`config.mk`:
```
export PLATFORM = sky130hd
export DESIGN_NAME = fan_curve_controller
export DESIGN_NICKNAME = d
export VERILOG_FILES = /design/src/hdl/fcc_pkg.sv /design/src/hdl/fan_curve_controller.sv /design/src/hdl/fcc_div.sv /design/src/hdl/fcc_datapath.sv /design/src/hdl/fcc_ctrl.sv
export VERILOG_INCLUDE_DIRS = /design/src /design/src/hdl
export SDC_FILE = /design/constraint.sdc
export NUM_CORES = 2
export LEC_CHECK = 0
export BUFFER_PORTS_ARGS = -buffer_cell sky130_fd_sc_hd__buf_2
export CORE_UTILIZATION = 47
export DETAILED_ROUTE_END_ITERATION = 10
export GPL_TIMING_DRIVEN = 0
export PLACE_DENSITY_LB_ADDON = 0.12
export SYNTH_ARGS = -nofsm -noshare
export SYNTH_HDL_FRONTEND = slang
export SYNTH_SLANG_ARGS = --single-unit
```
`constraint.sdc`:
```
create_clock -name clk -period 8.3 [get_ports clk]
set_input_delay 1.245 -clock clk [delete_from_list [all_inputs] [get_ports clk]]
set_output_delay 1.245 -clock clk [all_outputs]
set_load 0.01 [all_outputs]
```
`src/hdl/fan_curve_controller_defines.svh`:
```
// Assertion macros used by the fan curve controller datapath.
`ifndef FAN_CURVE_CONTROLLER_DEFINES_SVH
`define FAN_CURVE_CONTROLLER_DEFINES_SVH

// Checks a consequence in the same cycle as its antecedent.
`define FCC_ASSERT_SAME(label, ante, cons, msg) \
  label: assert property (@(posedge clk) disable iff (rst) (ante) |-> (cons)) \
    else $error(msg);

// Checks a consequence in the cycle after its antecedent.
`define FCC_ASSERT_NEXT(label, ante, cons, msg) \
  label: assert property (@(posedge clk) disable iff (rst) (ante) |=> (cons)) \
    else $error(msg);

`endif

```
`src/hdl/fcc_pkg.sv`:
```
// Package with the shared types, constants and functions of the fan curve controller.
`timescale 1ns / 1ps
`default_nettype none

package fcc_pkg;

  localparam int CURVE_POINTS = 24;
  localparam int PT_IDX_W     = (CURVE_POINTS > 1) ? $clog2(CURVE_POINTS) : 1;
  localparam int PT_CNT_W     = $clog2(CURVE_POINTS + 1);

  localparam int IN_TDATA_W  = 56;
  localparam int IN_TUSER_W  = 2;
  localparam int OUT_TDATA_W = 24;

  localparam int DIV_NUM_W = 15;
  localparam int DIV_DEN_W = 8;

  localparam logic [6:0] DUTY_MAX = 7'd100;

  localparam logic [1:0] CMD_WRITE   = 2'd0;
  localparam logic [1:0] CMD_SAMPLE  = 2'd1;
  localparam logic [1:0] CMD_RELEASE = 2'd2;

  localparam logic [1:0] CFG_POINT_COUNT = 2'd0;
  localparam logic [1:0] CFG_FALL_HYST   = 2'd1;
  localparam logic [1:0] CFG_FLOOR       = 2'd2;

  typedef struct packed {
    logic [7:0] temp;
    logic [6:0] cpu;
    logic [6:0] gpu;
  } point_t;

  typedef struct packed {
    logic load_sample;
    logic write_point;
    logic clear_track;
    logic gov_update;
    logic scan_step;
    logic finish;
  } ctrl_cmd_t;

  typedef struct packed {
    logic scan_direct;
    logic scan_div;
    logic div_done;
    logic change;
    logic out_free;
  } dp_status_t;

  function automatic point_t default_point(input int idx);
    point_t p;
    p = '0;
    case (idx)
      0: p = '{temp: 8'd55, cpu: 7'd25,  gpu: 7'd25};
      1: p = '{temp: 8'd65, cpu: 7'd40,  gpu: 7'd40};
      2: p = '{temp: 8'd75, cpu: 7'd60,  gpu: 7'd60};
      3: p = '{temp: 8'd83, cpu: 7'd80,  gpu: 7'd80};
      4: p = '{temp: 8'd90, cpu: 7'd100, gpu: 7'd100};
      default: p = '0;
    endcase
    return p;
  endfunction

endpackage

`default_nettype wire

```
`src/hdl/fan_curve_controller.sv`:
```
// Top level of the fan curve controller.
//
// Input transactions on the s_ group carry one command in s_tuser: write a
// curve point, take a temperature sample, or release tracking. A write or
// a release is done in the cycle it is accepted. A sample goes through the
// cycle it is accepted, an update of the governing temperature, a table
// scan over the curve points in use, a 15-step iterative divide when the
// sample falls between two points, and a finish; s_tready is low while a
// sample is in work. A sample whose duty pair matches the last one sent
// gives no transaction. At the finish a result is loaded into an output
// register on the m_ group; the next input is accepted while it waits. If
// the receiver stalls and a new result is ready, the block holds it until
// m_tready. The cfg group writes point_count (0), fall_hysteresis (1) and
// floor_percent (2) and is always ready. Reset restores the built-in
// five-point curve and register defaults and clears all tracking.
`timescale 1ns / 1ps
`default_nettype none

module fan_curve_controller (
  input  logic                             clk,
  input  logic                             rst,
  input  logic                             s_tvalid,
  output logic                             s_tready,
  // point_index, point_temp, point_cpu_duty, point_gpu_duty, cpu_millideg,
  // gpu_present, gpu_deg
  input  logic [fcc_pkg::IN_TDATA_W-1:0]   s_tdata,
  // cmd
  input  logic [fcc_pkg::IN_TUSER_W-1:0]   s_tuser,
  output logic                             m_tvalid,
  input  logic                             m_tready,
  // cpu_duty, gpu_duty, governing_temp
  output logic [fcc_pkg::OUT_TDATA_W-1:0]  m_tdata,
  input  logic                             cfg_valid,
  output logic                             cfg_ready,
  input  logic [1:0]                       cfg_index,
  input  logic [7:0]                       cfg_data
);

  fcc_pkg::ctrl_cmd_t  cmd;
  fcc_pkg::dp_status_t status;

  assign cfg_ready = 1'b1;

  fcc_ctrl u_ctrl (
    .clk      (clk),
    .rst      (rst),
    .in_valid (s_tvalid),
    .in_ready (s_tready),
    .in_cmd   (s_tuser),
    .status   (status),
    .cmd      (cmd)
  );

  fcc_datapath u_datapath (
    .clk       (clk),
    .rst       (rst),
    .cmd       (cmd),
    .status    (status),
    .in_data   (s_tdata),
    .cfg_write (cfg_valid && cfg_ready),
    .cfg_index (cfg_index),
    .cfg_data  (cfg_data),
    .out_valid (m_tvalid),
    .out_ready (m_tready),
    .out_data  (m_tdata)
  );

endmodule

`default_nettype wire

```
`src/hdl/fcc_div.sv`:
```
// Iterative unsigned restoring divider, one quotient bit per cycle.
`timescale 1ns / 1ps
`default_nettype none

module fcc_div (
  input  logic                           clk,
  input  logic                           rst,
  input  logic                           start,
  input  logic [fcc_pkg::DIV_NUM_W-1:0]  dividend,
  input  logic [fcc_pkg::DIV_DEN_W-1:0]  divisor,
  output logic                           done,
  output logic [fcc_pkg::DIV_NUM_W-1:0]  quotient
);

  localparam int CNT_W = $clog2(fcc_pkg::DIV_NUM_W + 1);

  logic                           busy;
  logic [CNT_W-1:0]               cnt;
  logic [fcc_pkg::DIV_DEN_W-1:0]  den;
  logic [fcc_pkg::DIV_DEN_W-1:0]  rem;
  logic [fcc_pkg::DIV_NUM_W-1:0]  quo;
  logic [fcc_pkg::DIV_DEN_W:0]    shifted;
  logic [fcc_pkg::DIV_DEN_W:0]    diff;
  logic                           fits;

  assign shifted  = {rem, quo[fcc_pkg::DIV_NUM_W-1]};
  assign diff     = shifted - {1'b0, den};
  assign fits     = shifted >= {1'b0, den};
  assign quotient = quo;

  always_ff @(posedge clk) begin
    if (rst) begin
      busy <= 1'b0;
      cnt  <= '0;
      done <= 1'b0;
    end else begin
      done <= 1'b0;
      if (start) begin
        busy <= 1'b1;
        cnt  <= CNT_W'(fcc_pkg::DIV_NUM_W);
      end else if (busy) begin
        cnt <= cnt - 1'b1;
        if (cnt == CNT_W'(1)) begin
          busy <= 1'b0;
          done <= 1'b1;
        end
      end
    end
  end

  always_ff @(posedge clk) begin
    if (start) begin
      den <= divisor;
      rem <= '0;
      quo <= dividend;
    end else if (busy) begin
      if (fits) begin
        rem <= diff[fcc_pkg::DIV_DEN_W-1:0];
      end else begin
        rem <= shifted[fcc_pkg::DIV_DEN_W-1:0];
      end
      quo <= {quo[fcc_pkg::DIV_NUM_W-2:0], fits};
    end
  end

endmodule

`default_nettype wire

```
`src/hdl/fcc_datapath.sv`:
```
// Datapath: curve table, tracking state, table scan, interpolation and output register.
`timescale 1ns / 1ps
`default_nettype none
`include "fan_curve_controller_defines.svh"

module fcc_datapath (
  input  logic                             clk,
  input  logic                             rst,
  input  fcc_pkg::ctrl_cmd_t               cmd,
  output fcc_pkg::dp_status_t              status,
  input  logic [fcc_pkg::IN_TDATA_W-1:0]   in_data,
  input  logic                             cfg_write,
  input  logic [1:0]                       cfg_index,
  input  logic [7:0]                       cfg_data,
  output logic                             out_valid,
  input  logic                             out_ready,
  output logic [fcc_pkg::OUT_TDATA_W-1:0]  out_data
);

  // Multiplying by ceil(2^28 / 1000) and dropping 28 bits gives the exact
  // quotient by 1000 for every 18-bit reading.
  localparam logic [18:0] MILLI_RECIP = 19'd268436;
  localparam int          PROD_W      = 37;
  localparam int          PROD_SHIFT  = 28;

  fcc_pkg::point_t table_q [fcc_pkg::CURVE_POINTS];

  logic [4:0] point_count;
  logic [7:0] fall_hyst;
  logic [6:0] floor_pct;

  logic [PROD_W-1:0] prod;
  logic              gpu_present;
  logic [7:0]        gpu_deg;
  logic [7:0]        gov_deg;
  logic              gov_valid;
  logic [6:0]        sent_cpu;
  logic [6:0]        sent_gpu;
  logic              last_valid;

  logic [fcc_pkg::PT_CNT_W-1:0] scan_idx;
  fcc_pkg::point_t              prev;
  logic [6:0]                   res_cpu;
  logic [6:0]                   res_gpu;
  logic [6:0]                   base_cpu;
  logic [6:0]                   base_gpu;
  logic                         neg_cpu;
  logic                         neg_gpu;

  logic [4:0]                   wr_index;
  logic [7:0]                   wr_temp;
  logic [6:0]                   wr_cpu;
  logic [6:0]                   wr_gpu;
  logic [17:0]                  millideg;
  logic [fcc_pkg::PT_CNT_W-1:0] n_eff;
  logic [8:0]                   cdeg;
  logic [7:0]                   cand;
  logic [7:0]                   hot;
  logic                         gov_take;

  fcc_pkg::point_t              entry;
  logic                         at_end;
  logic                         at_first;
  logic                         below;
  logic [7:0]                   dt;
  logic [7:0]                   span;
  logic                         dneg_cpu;
  logic                         dneg_gpu;
  logic [6:0]                   dmag_cpu;
  logic [6:0]                   dmag_gpu;
  logic [fcc_pkg::DIV_NUM_W-1:0] num_cpu;
  logic [fcc_pkg::DIV_NUM_W-1:0] num_gpu;
  logic [6:0]                   dir_cpu;
  logic [6:0]                   dir_gpu;
  logic                         div_start;
  logic                         done_cpu;
  logic                         done_gpu;
  logic [fcc_pkg::DIV_NUM_W-1:0] q_cpu;
  logic [fcc_pkg::DIV_NUM_W-1:0] q_gpu;
  logic [7:0]                   sum_cpu;
  logic [7:0]                   sum_gpu;

  logic [6:0]                   flo;
  logic                         nonzero;
  logic [6:0]                   fin_cpu;
  logic [6:0]                   fin_gpu;
  logic                         change;
  logic                         out_load;

  assign wr_index    = in_data[4:0];
  assign wr_temp     = in_data[12:5];
  assign wr_cpu      = in_data[19:13];
  assign wr_gpu      = in_data[26:20];
  assign millideg    = in_data[44:27];

  always_comb begin
    if (point_count == 5'd0) begin
      n_eff = fcc_pkg::PT_CNT_W'(1);
    end else if (32'(point_count) > fcc_pkg::CURVE_POINTS) begin
      n_eff = fcc_pkg::PT_CNT_W'(fcc_pkg::CURVE_POINTS);
    end else begin
      n_eff = fcc_pkg::PT_CNT_W'(point_count);
    end
  end

  always_ff @(posedge clk) begin
    if (rst) begin
      point_count <= 5'd5;
      fall_hyst   <= 8'd4;
      floor_pct   <= 7'd20;
    end else if (cfg_write) begin
      case (cfg_index)
        fcc_pkg::CFG_POINT_COUNT: point_count <= cfg_data[4:0];
        fcc_pkg::CFG_FALL_HYST:   fall_hyst   <= cfg_data;
        fcc_pkg::CFG_FLOOR:       floor_pct   <= cfg_data[6:0];
        default: ;
      endcase
    end
  end

  always_ff @(posedge clk) begin
    if (rst) begin
      for (int i = 0; i < fcc_pkg::CURVE_POINTS; i++) begin
        table_q[i] <= fcc_pkg::default_point(i);
      end
    end else if (cmd.write_point && (32'(wr_index) < fcc_pkg::CURVE_POINTS)) begin
      table_q[fcc_pkg::PT_IDX_W'(wr_index)] <= '{
        temp: wr_temp,
        cpu:  (wr_cpu > fcc_pkg::DUTY_MAX) ? fcc_pkg::DUTY_MAX : wr_cpu,
        gpu:  (wr_gpu > fcc_pkg::DUTY_MAX) ? fcc_pkg::DUTY_MAX : wr_gpu
      };
    end
  end

  always_ff @(posedge clk) begin
    if (cmd.load_sample) begin
      prod        <= PROD_W'(millideg) * PROD_W'(MILLI_RECIP);
      gpu_present <= in_data[45];
      gpu_deg     <= in_data[53:46];
    end
  end

  assign cdeg     = prod[PROD_W-1:PROD_SHIFT];
  assign cand     = (cdeg > 9'd255) ? 8'hFF : cdeg[7:0];
  assign hot      = (gpu_present && (gpu_deg > cand)) ? gpu_deg : cand;
  assign gov_take = !gov_valid || (hot > gov_deg) ||
                    (({1'b0, hot} + {1'b0, fall_hyst}) < {1'b0, gov_deg});

  assign entry    = table_q[fcc_pkg::PT_IDX_W'(scan_idx)];
  assign at_end   = (scan_idx == n_eff);
  assign at_first = (scan_idx == '0);
  assign below    = (gov_deg <= entry.temp);
  assign dt       = gov_deg - prev.temp;
  assign span     = entry.temp - prev.temp;
  assign dneg_cpu = entry.cpu < prev.cpu;
  assign dneg_gpu = entry.gpu < prev.gpu;
  assign dmag_cpu = dneg_cpu ? (prev.cpu - entry.cpu) : (entry.cpu - prev.cpu);
  assign dmag_gpu = dneg_gpu ? (prev.gpu - entry.gpu) : (entry.gpu - prev.gpu);
  assign num_cpu  = fcc_pkg::DIV_NUM_W'(dmag_cpu) * fcc_pkg::DIV_NUM_W'(dt);
  assign num_gpu  = fcc_pkg::DIV_NUM_W'(dmag_gpu) * fcc_pkg::DIV_NUM_W'(dt);

  always_comb begin
    status             = '0;
    status.div_done    = done_cpu && done_gpu;
    status.change      = change;
    status.out_free    = !out_valid || out_ready;
    dir_cpu            = entry.cpu;
    dir_gpu            = entry.gpu;
    if (at_end) begin
      status.scan_direct = 1'b1;
      dir_cpu            = prev.cpu;
      dir_gpu            = prev.gpu;
    end else if (at_first) begin
      if (gov_deg < entry.temp) begin
        status.scan_direct = 1'b1;
        dir_cpu            = 7'd0;
        dir_gpu            = 7'd0;
      end
    end else if (below) begin
      if (entry.temp <= prev.temp) begin
        status.scan_direct = 1'b1;
      end else begin
        status.scan_div = 1'b1;
      end
    end
  end

  assign div_start = cmd.scan_step && status.scan_div;

  fcc_div u_div_cpu (
    .clk      (clk),
    .rst      (rst),
    .start    (div_start),
    .dividend (num_cpu),
    .divisor  (span),
    .done     (done_cpu),
    .quotient (q_cpu)
  );

  fcc_div u_div_gpu (
    .clk      (clk),
    .rst      (rst),
    .start    (div_start),
    .dividend (num_gpu),
    .divisor  (span),
    .done     (done_gpu),
    .quotient (q_gpu)
  );

  assign sum_cpu = neg_cpu ? ({1'b0, base_cpu} - q_cpu[7:0]) : ({1'b0, base_cpu} + q_cpu[7:0]);
  assign sum_gpu = neg_gpu ? ({1'b0, base_gpu} - q_gpu[7:0]) : ({1'b0, base_gpu} + q_gpu[7:0]);

  always_ff @(posedge clk) begin
    if (cmd.gov_update) begin
      scan_idx <= '0;
    end else if (cmd.scan_step) begin
      if (status.scan_direct) begin
        res_cpu <= dir_cpu;
        res_gpu <= dir_gpu;
      end else if (status.scan_div) begin
        base_cpu <= prev.cpu;
        base_gpu <= prev.gpu;
        neg_cpu  <= dneg_cpu;
        neg_gpu  <= dneg_gpu;
      end else begin
        prev     <= entry;
        scan_idx <= scan_idx + 1'b1;
      end
    end else if (done_cpu) begin
      res_cpu <= sum_cpu[6:0];
      res_gpu <= sum_gpu[6:0];
    end
  end

  assign flo     = (floor_pct > fcc_pkg::DUTY_MAX) ? fcc_pkg::DUTY_MAX : floor_pct;
  assign nonzero = (res_cpu != 7'd0) || (res_gpu != 7'd0);
  assign fin_cpu = (nonzero && (res_cpu < flo)) ? flo : res_cpu;
  assign fin_gpu = (nonzero && (res_gpu < flo)) ? flo : res_gpu;
  assign change  = !last_valid || (fin_cpu != sent_cpu) || (fin_gpu != sent_gpu);
  assign out_load = cmd.finish && change;

  always_ff @(posedge clk) begin
    if (rst) begin
      gov_deg    <= '0;
      gov_valid  <= 1'b0;
      sent_cpu   <= '0;
      sent_gpu   <= '0;
      last_valid <= 1'b0;
    end else if (cmd.clear_track) begin
      gov_valid  <= 1'b0;
      last_valid <= 1'b0;
    end else if (cmd.gov_update) begin
      if (gov_take) begin
        gov_deg   <= hot;
        gov_valid <= 1'b1;
      end
    end else if (out_load) begin
      sent_cpu   <= fin_cpu;
      sent_gpu   <= fin_gpu;
      last_valid <= 1'b1;
    end
  end

  always_ff @(posedge clk) begin
    if (rst) begin
      out_valid <= 1'b0;
    end else if (out_load) begin
      out_valid <= 1'b1;
    end else if (out_ready) begin
      out_valid <= 1'b0;
    end
  end

  always_ff @(posedge clk) begin
    if (out_load) begin
      out_data <= {2'b00, gov_deg, fin_gpu, fin_cpu};
    end
  end

  `FCC_ASSERT_SAME(a_load_when_free, out_load, (!out_valid || out_ready), "result register overwritten while stalled")
  `FCC_ASSERT_NEXT(a_gov_valid_after_update, cmd.gov_update, gov_valid, "governing temperature not valid after a sample")
  `FCC_ASSERT_SAME(a_scan_in_range, cmd.scan_step, (scan_idx <= n_eff), "table scan ran past the points in use")

endmodule

`default_nettype wire

```
`src/hdl/fcc_ctrl.sv`:
```
// Controller state machine sequencing commands through the datapath.
`timescale 1ns / 1ps
`default_nettype none

module fcc_ctrl (
  input  logic                            clk,
  input  logic                            rst,
  input  logic                            in_valid,
  output logic                            in_ready,
  input  logic [fcc_pkg::IN_TUSER_W-1:0]  in_cmd,
  input  fcc_pkg::dp_status_t             status,
  output fcc_pkg::ctrl_cmd_t              cmd
);

  typedef enum logic [4:0] {
    ST_IDLE = 5'b00001,
    ST_GOV  = 5'b00010,
    ST_SCAN = 5'b00100,
    ST_DIV  = 5'b01000,
    ST_FIN  = 5'b10000
  } state_t;

  state_t state;
  state_t state_next;
  logic   accept;

  assign in_ready = (state == ST_IDLE);
  assign accept   = in_valid && in_ready;

  always_comb begin
    cmd             = '0;
    cmd.write_point = accept && (in_cmd == fcc_pkg::CMD_WRITE);
    cmd.load_sample = accept && (in_cmd == fcc_pkg::CMD_SAMPLE);
    cmd.clear_track = accept && (in_cmd == fcc_pkg::CMD_RELEASE);
    cmd.gov_update  = (state == ST_GOV);
    cmd.scan_step   = (state == ST_SCAN);
    cmd.finish      = (state == ST_FIN) && (!status.change || status.out_free);
  end

  always_comb begin
    state_next = state;
    case (state)
      ST_IDLE: begin
        if (cmd.load_sample) begin
          state_next = ST_GOV;
        end
      end
      ST_GOV: begin
        state_next = ST_SCAN;
      end
      ST_SCAN: begin
        if (status.scan_direct) begin
          state_next = ST_FIN;
        end else if (status.scan_div) begin
          state_next = ST_DIV;
        end
      end
      ST_DIV: begin
        if (status.div_done) begin
          state_next = ST_FIN;
        end
      end
      ST_FIN: begin
        if (cmd.finish) begin
          state_next = ST_IDLE;
        end
      end
      default: begin
        state_next = ST_IDLE;
      end
    endcase
  end

  always_ff @(posedge clk) begin
    if (rst) begin
      state <= ST_IDLE;
    end else begin
      state <= state_next;
    end
  end

endmodule

`default_nettype wire
```
==> results.json <==
{
  "numCtsBuffers": 101,
  "final_core_util_pct": 54.9,
  "die_h_um": 329,
  "portBuffers": 94,
  "final_antenna_net_count": 0,
  "r2r_end": "u_datapath.u_div_gpu.quotient[14]",
  "grt.total_usage_pct": 25.2,
  "relSlewSlack_pct": 4.83,
  "layout_setup_ws_ps": 80.2,
  "tns_ps": 0,
  "drive_gt1_share_pct": 16.9,
  "cp.arrival_ps": 8640,
  "hold_viol": 0,
  "async_flop_share_pct": 0,
  "routedWlPerCell_um": 23.6,
  "grt_overflow_total": 0,
  "ctsRootBufferMaster": "clkbuf_16",
  "drtIter0Drc": 3072,
  "fmax_mhz": 122,
  "rsz0062_at_grt": "true",
  "place_area_mm2": 0.0532,
  "place_congestion": 0.885,
  "synth_edf_count": 834,
  "run_status": "complete, but fails checks",
  "synth.most_common_cell": "edfxtp_1",
  "initial_core_util_pct": 47.6,
  "synth.mux.area_fraction_pct": 11.7,
  "h-tree-depth": 3,
  "ir_drop_mv": 0.485,
  "coreArea_mm2": 0.106,
  "design_area_mm2": 0.0580,
  "grt_antenna_before_repair": 4,
  "clk_latency_ps": 710,
  "leakage_nw": 23.5,
  "setup_viol": 0,
  "grt_pass1_wl_um": 202000,
  "worstPathRequired_ps": 8720,
  "holdWs_ps": 503,
  "synth-main-ff-cell": "edfxtp_1",
  "maxCapViolCount": 0,
  "cp_top_family": "adder cells",
  "synth_area_leaders": "edfxtp_1 (50%), mux4_2 (9.9%), ha_1 (8.5%)",
  "fin_skew_ps": 71.7,
  "synth_top_area_share_pct": 49.9,
  "hp-class": "reg2reg",
  "synth_xor_area_share_pct": 1.92,
  "synth-simple-area-share_pct": 10.9,
  "hold_buffers": 0,
  "crit_cells": 29,
  "synth_compound_area_share_pct": 4.87,
  "io_pins": 100,
  "synth_fa_ha_area_share_pct": 13.1,
  "hold_depth": 1,
  "drc_errors": 8,
  "clkSlewWorstSetupHoldPaths_ps": 60,
  "grt_pass1_vias": 32100,
  "cp_num_buf_inv": 7,
  "viasPerCell": 5.62,
  "ctsLongestPathBuffers": 3,
  "crit_path_end": "u_datapath.u_div_gpu.quotient[14]",
  "yosys.area.top_type": "edfxtp_1",
  "stdcell_count": 5738,
  "cp_slowest_cell": "mux4_2",
  "fin_total_pwr_mw": 18.9,
  "finalCritPeriodShare_pct": 99.0,
  "path_max_fanout": 7,
  "end_kind": "flip-flop",
  "synth_top_family_by_area": "adder cells",
  "synth_seq_area_share_pct": 53.4,
  "dp_hpwl_um": 97300,
  "yosys-top-cells-count": "edfxtp_1 (834), nor2_1 (411), ha_1 (342)",
  "worst-slew-pin-transition_ps": 1430,
  "synthCells": 3813,
  "fin_nets": 4790,
  "p_per_area_mw_per_mm2": 325,
  "cp_common_cell": "fa_1",
  "cp_slowest_stage_delay_ps": 600,
  "violations": "DRC",
  "area_growth_pct": 15.5,
  "num_vias": 32200,
  "r2r.worst_path.cells": 29,
  "dp_cells": 5476,
  "die_w_um": 329,
  "report.final.slew_viol_count": 0,
  "synth_seq_cells": 922,
  "ys_warn_count": 0,
  "avgSynthCellArea_um2": 13.2,
  "row_count": 119,
  "dpl_worst_slack_ps": -2240,
  "r2r_slack_ps": 80,
  "dieArea_mm2": 0.108,
  "wl_um": 135000,
  "cts_tree": "done",
  "period_needed_ps": 8220,
  "crit_path_start_kind": "flip-flop",
  "drt_pass1_iterations": 11,
  "grt_max_degree": 28,
  "numClockSinks": 922,
  "synth.distinct_cells": 75,
  "crit_type": "reg2reg",
  "netlist_area_mm2": 0.0502
}
state kept, by name (all words and copies together) (netlist names), 4 cells and up, named ones only:
| register | count |
|---|---|
| u_ctrl.state | 5 |
| u_datapath.u_div_cpu.quotient | 15 |
| u_datapath.res_gpu | 7 |
| u_datapath.u_div_gpu.cnt | 4 |
| u_datapath.u_div_cpu.rem | 8 |
| u_datapath.fall_hyst | 8 |
| u_datapath.scan_idx | 5 |
| u_datapath.sent_cpu | 7 |
| u_datapath.base_cpu | 7 |
| u_datapath.gpu_deg | 8 |
| u_datapath.out_data | 22 |
| u_datapath.prod | 9 |
| u_datapath.u_div_gpu.rem | 8 |
| u_datapath.table_q | 704 |
| u_datapath.gov_deg | 8 |
| u_datapath.u_div_cpu.cnt | 4 |
| u_datapath.prev | 22 |
| u_datapath.base_gpu | 7 |
| u_datapath.floor_pct | 7 |
| u_datapath.sent_gpu | 7 |
| u_datapath.point_count | 5 |
| u_datapath.res_cpu | 7 |
| u_datapath.u_div_cpu.den | 8 |
| u_datapath.u_div_gpu.quotient | 15 |
cells by family (layout without fill, tap and decap cells):
| kind of cell | after synthesis | after routing |
|---|---|---|
| AOI/OAI and AO/OA | 372 | 373 |
| DFF | 922 | 922 |
| muxes | 307 | 307 |
| and+or+nand+nor | 1102 | 1102 |
| buffers and inverters | 541 | 896 |
| other | 2 | 180 |
| xor gates and xnor gates | 110 | 110 |
| adders and majority gates | 457 | 457 |
what timing repair did:
action,4_1_cts,5_1_grt
pin swaps,35,34
resized for setup,127,63
hold endpoints to repair,0,0
setup buffers,47,29
endpoints found under the setup margin,20,9
gates cloned,2,0
area by class of cell:
type	instances	area [um^2]
well taps	1391	1740
repair buffers	173	1220
clock inverters	60	627
inverters	302	1140
diodes	1	2.50
plain buffers	232	1170
fillers	8853	47600
clock buffers	129	2720
multi-input cells	2528	22600
flip-flops and latches	922	26800
power by group:
part	switching (mW)	internal (mW)	total, mW
registers	0.0926	5.30	5.39
logic	4.78	4.15	8.93
clock network	1.91	2.63	4.54
total	6.79	12.1	18.9
worst register-to-register path: cells and delay by family (launching register included):
| family | cells | cell delay, ps |
|---|---|---|
| muxes | 4 | 1770 |
| buffers and inverters | 7 | 650 |
| xor gates and xnor gates | 2 | 400 |
| AOI/OAI and AO/OA | 8 | 1570 |
| adders and majority gates | 6 | 2520 |
| DFF | 1 | 410 |
| and+or+nand+nor | 2 | 650 |
worst min-delay path by stage:
stage	endpoint	from	slack (ps)
2_1_floorplan	u_datapath.gov_valid	u_datapath.gov_valid	440
3_3_place_gp	u_datapath.fall_hyst[2]	u_datapath.fall_hyst[2]	470
3_5_place_dp	u_datapath.fall_hyst[2]	u_datapath.fall_hyst[2]	490
4_1_cts	u_datapath.u_div_gpu.quotient[11]	u_datapath.u_div_gpu.quotient[10]	500
5_1_grt	u_datapath.fall_hyst[2]	u_datapath.fall_hyst[2]	520
6_report	u_datapath.fall_hyst[2]	u_datapath.fall_hyst[2]	500
per-layer routing:
| metal | vias up | track usage, % | share of wire (%) |
|---|---|---|---|
| met5 | - | 0 | 0.017 |
| met3 | 214 | 4.03 | 6.5 |
| met1 | 16300 | 34.4 | 43 |
| met4 | 4 | 7.71 | 2.9 |
| met2 | 1048 | 41.4 | 48 |
| li1 | 14700 | - | - |
placed cells by master, fill, tap and decap left out, drive strengths merged, types with 15 or more instances in the layout:
cell type / count
o21ai: 80
or2: 21
fa: 115
mux4: 220
dfxtp: 88
or3: 50
a211oi: 18
mux2: 24
ha: 342
buf: 206
a21oi: 108
nor2: 414
mux2i: 63
nand2: 143
xor2: 38
edfxtp: 834
nor2b: 21
clkbuf: 328
a221oi: 16
inv: 303
xnor2: 72
o21a: 15
nor3: 54
nand3: 16
clkinv: 47
a21o: 45
and3: 262
nand2b: 60
conb: 179
nand4: 18
Note: power is estimated with default switching activity, not from simulation.
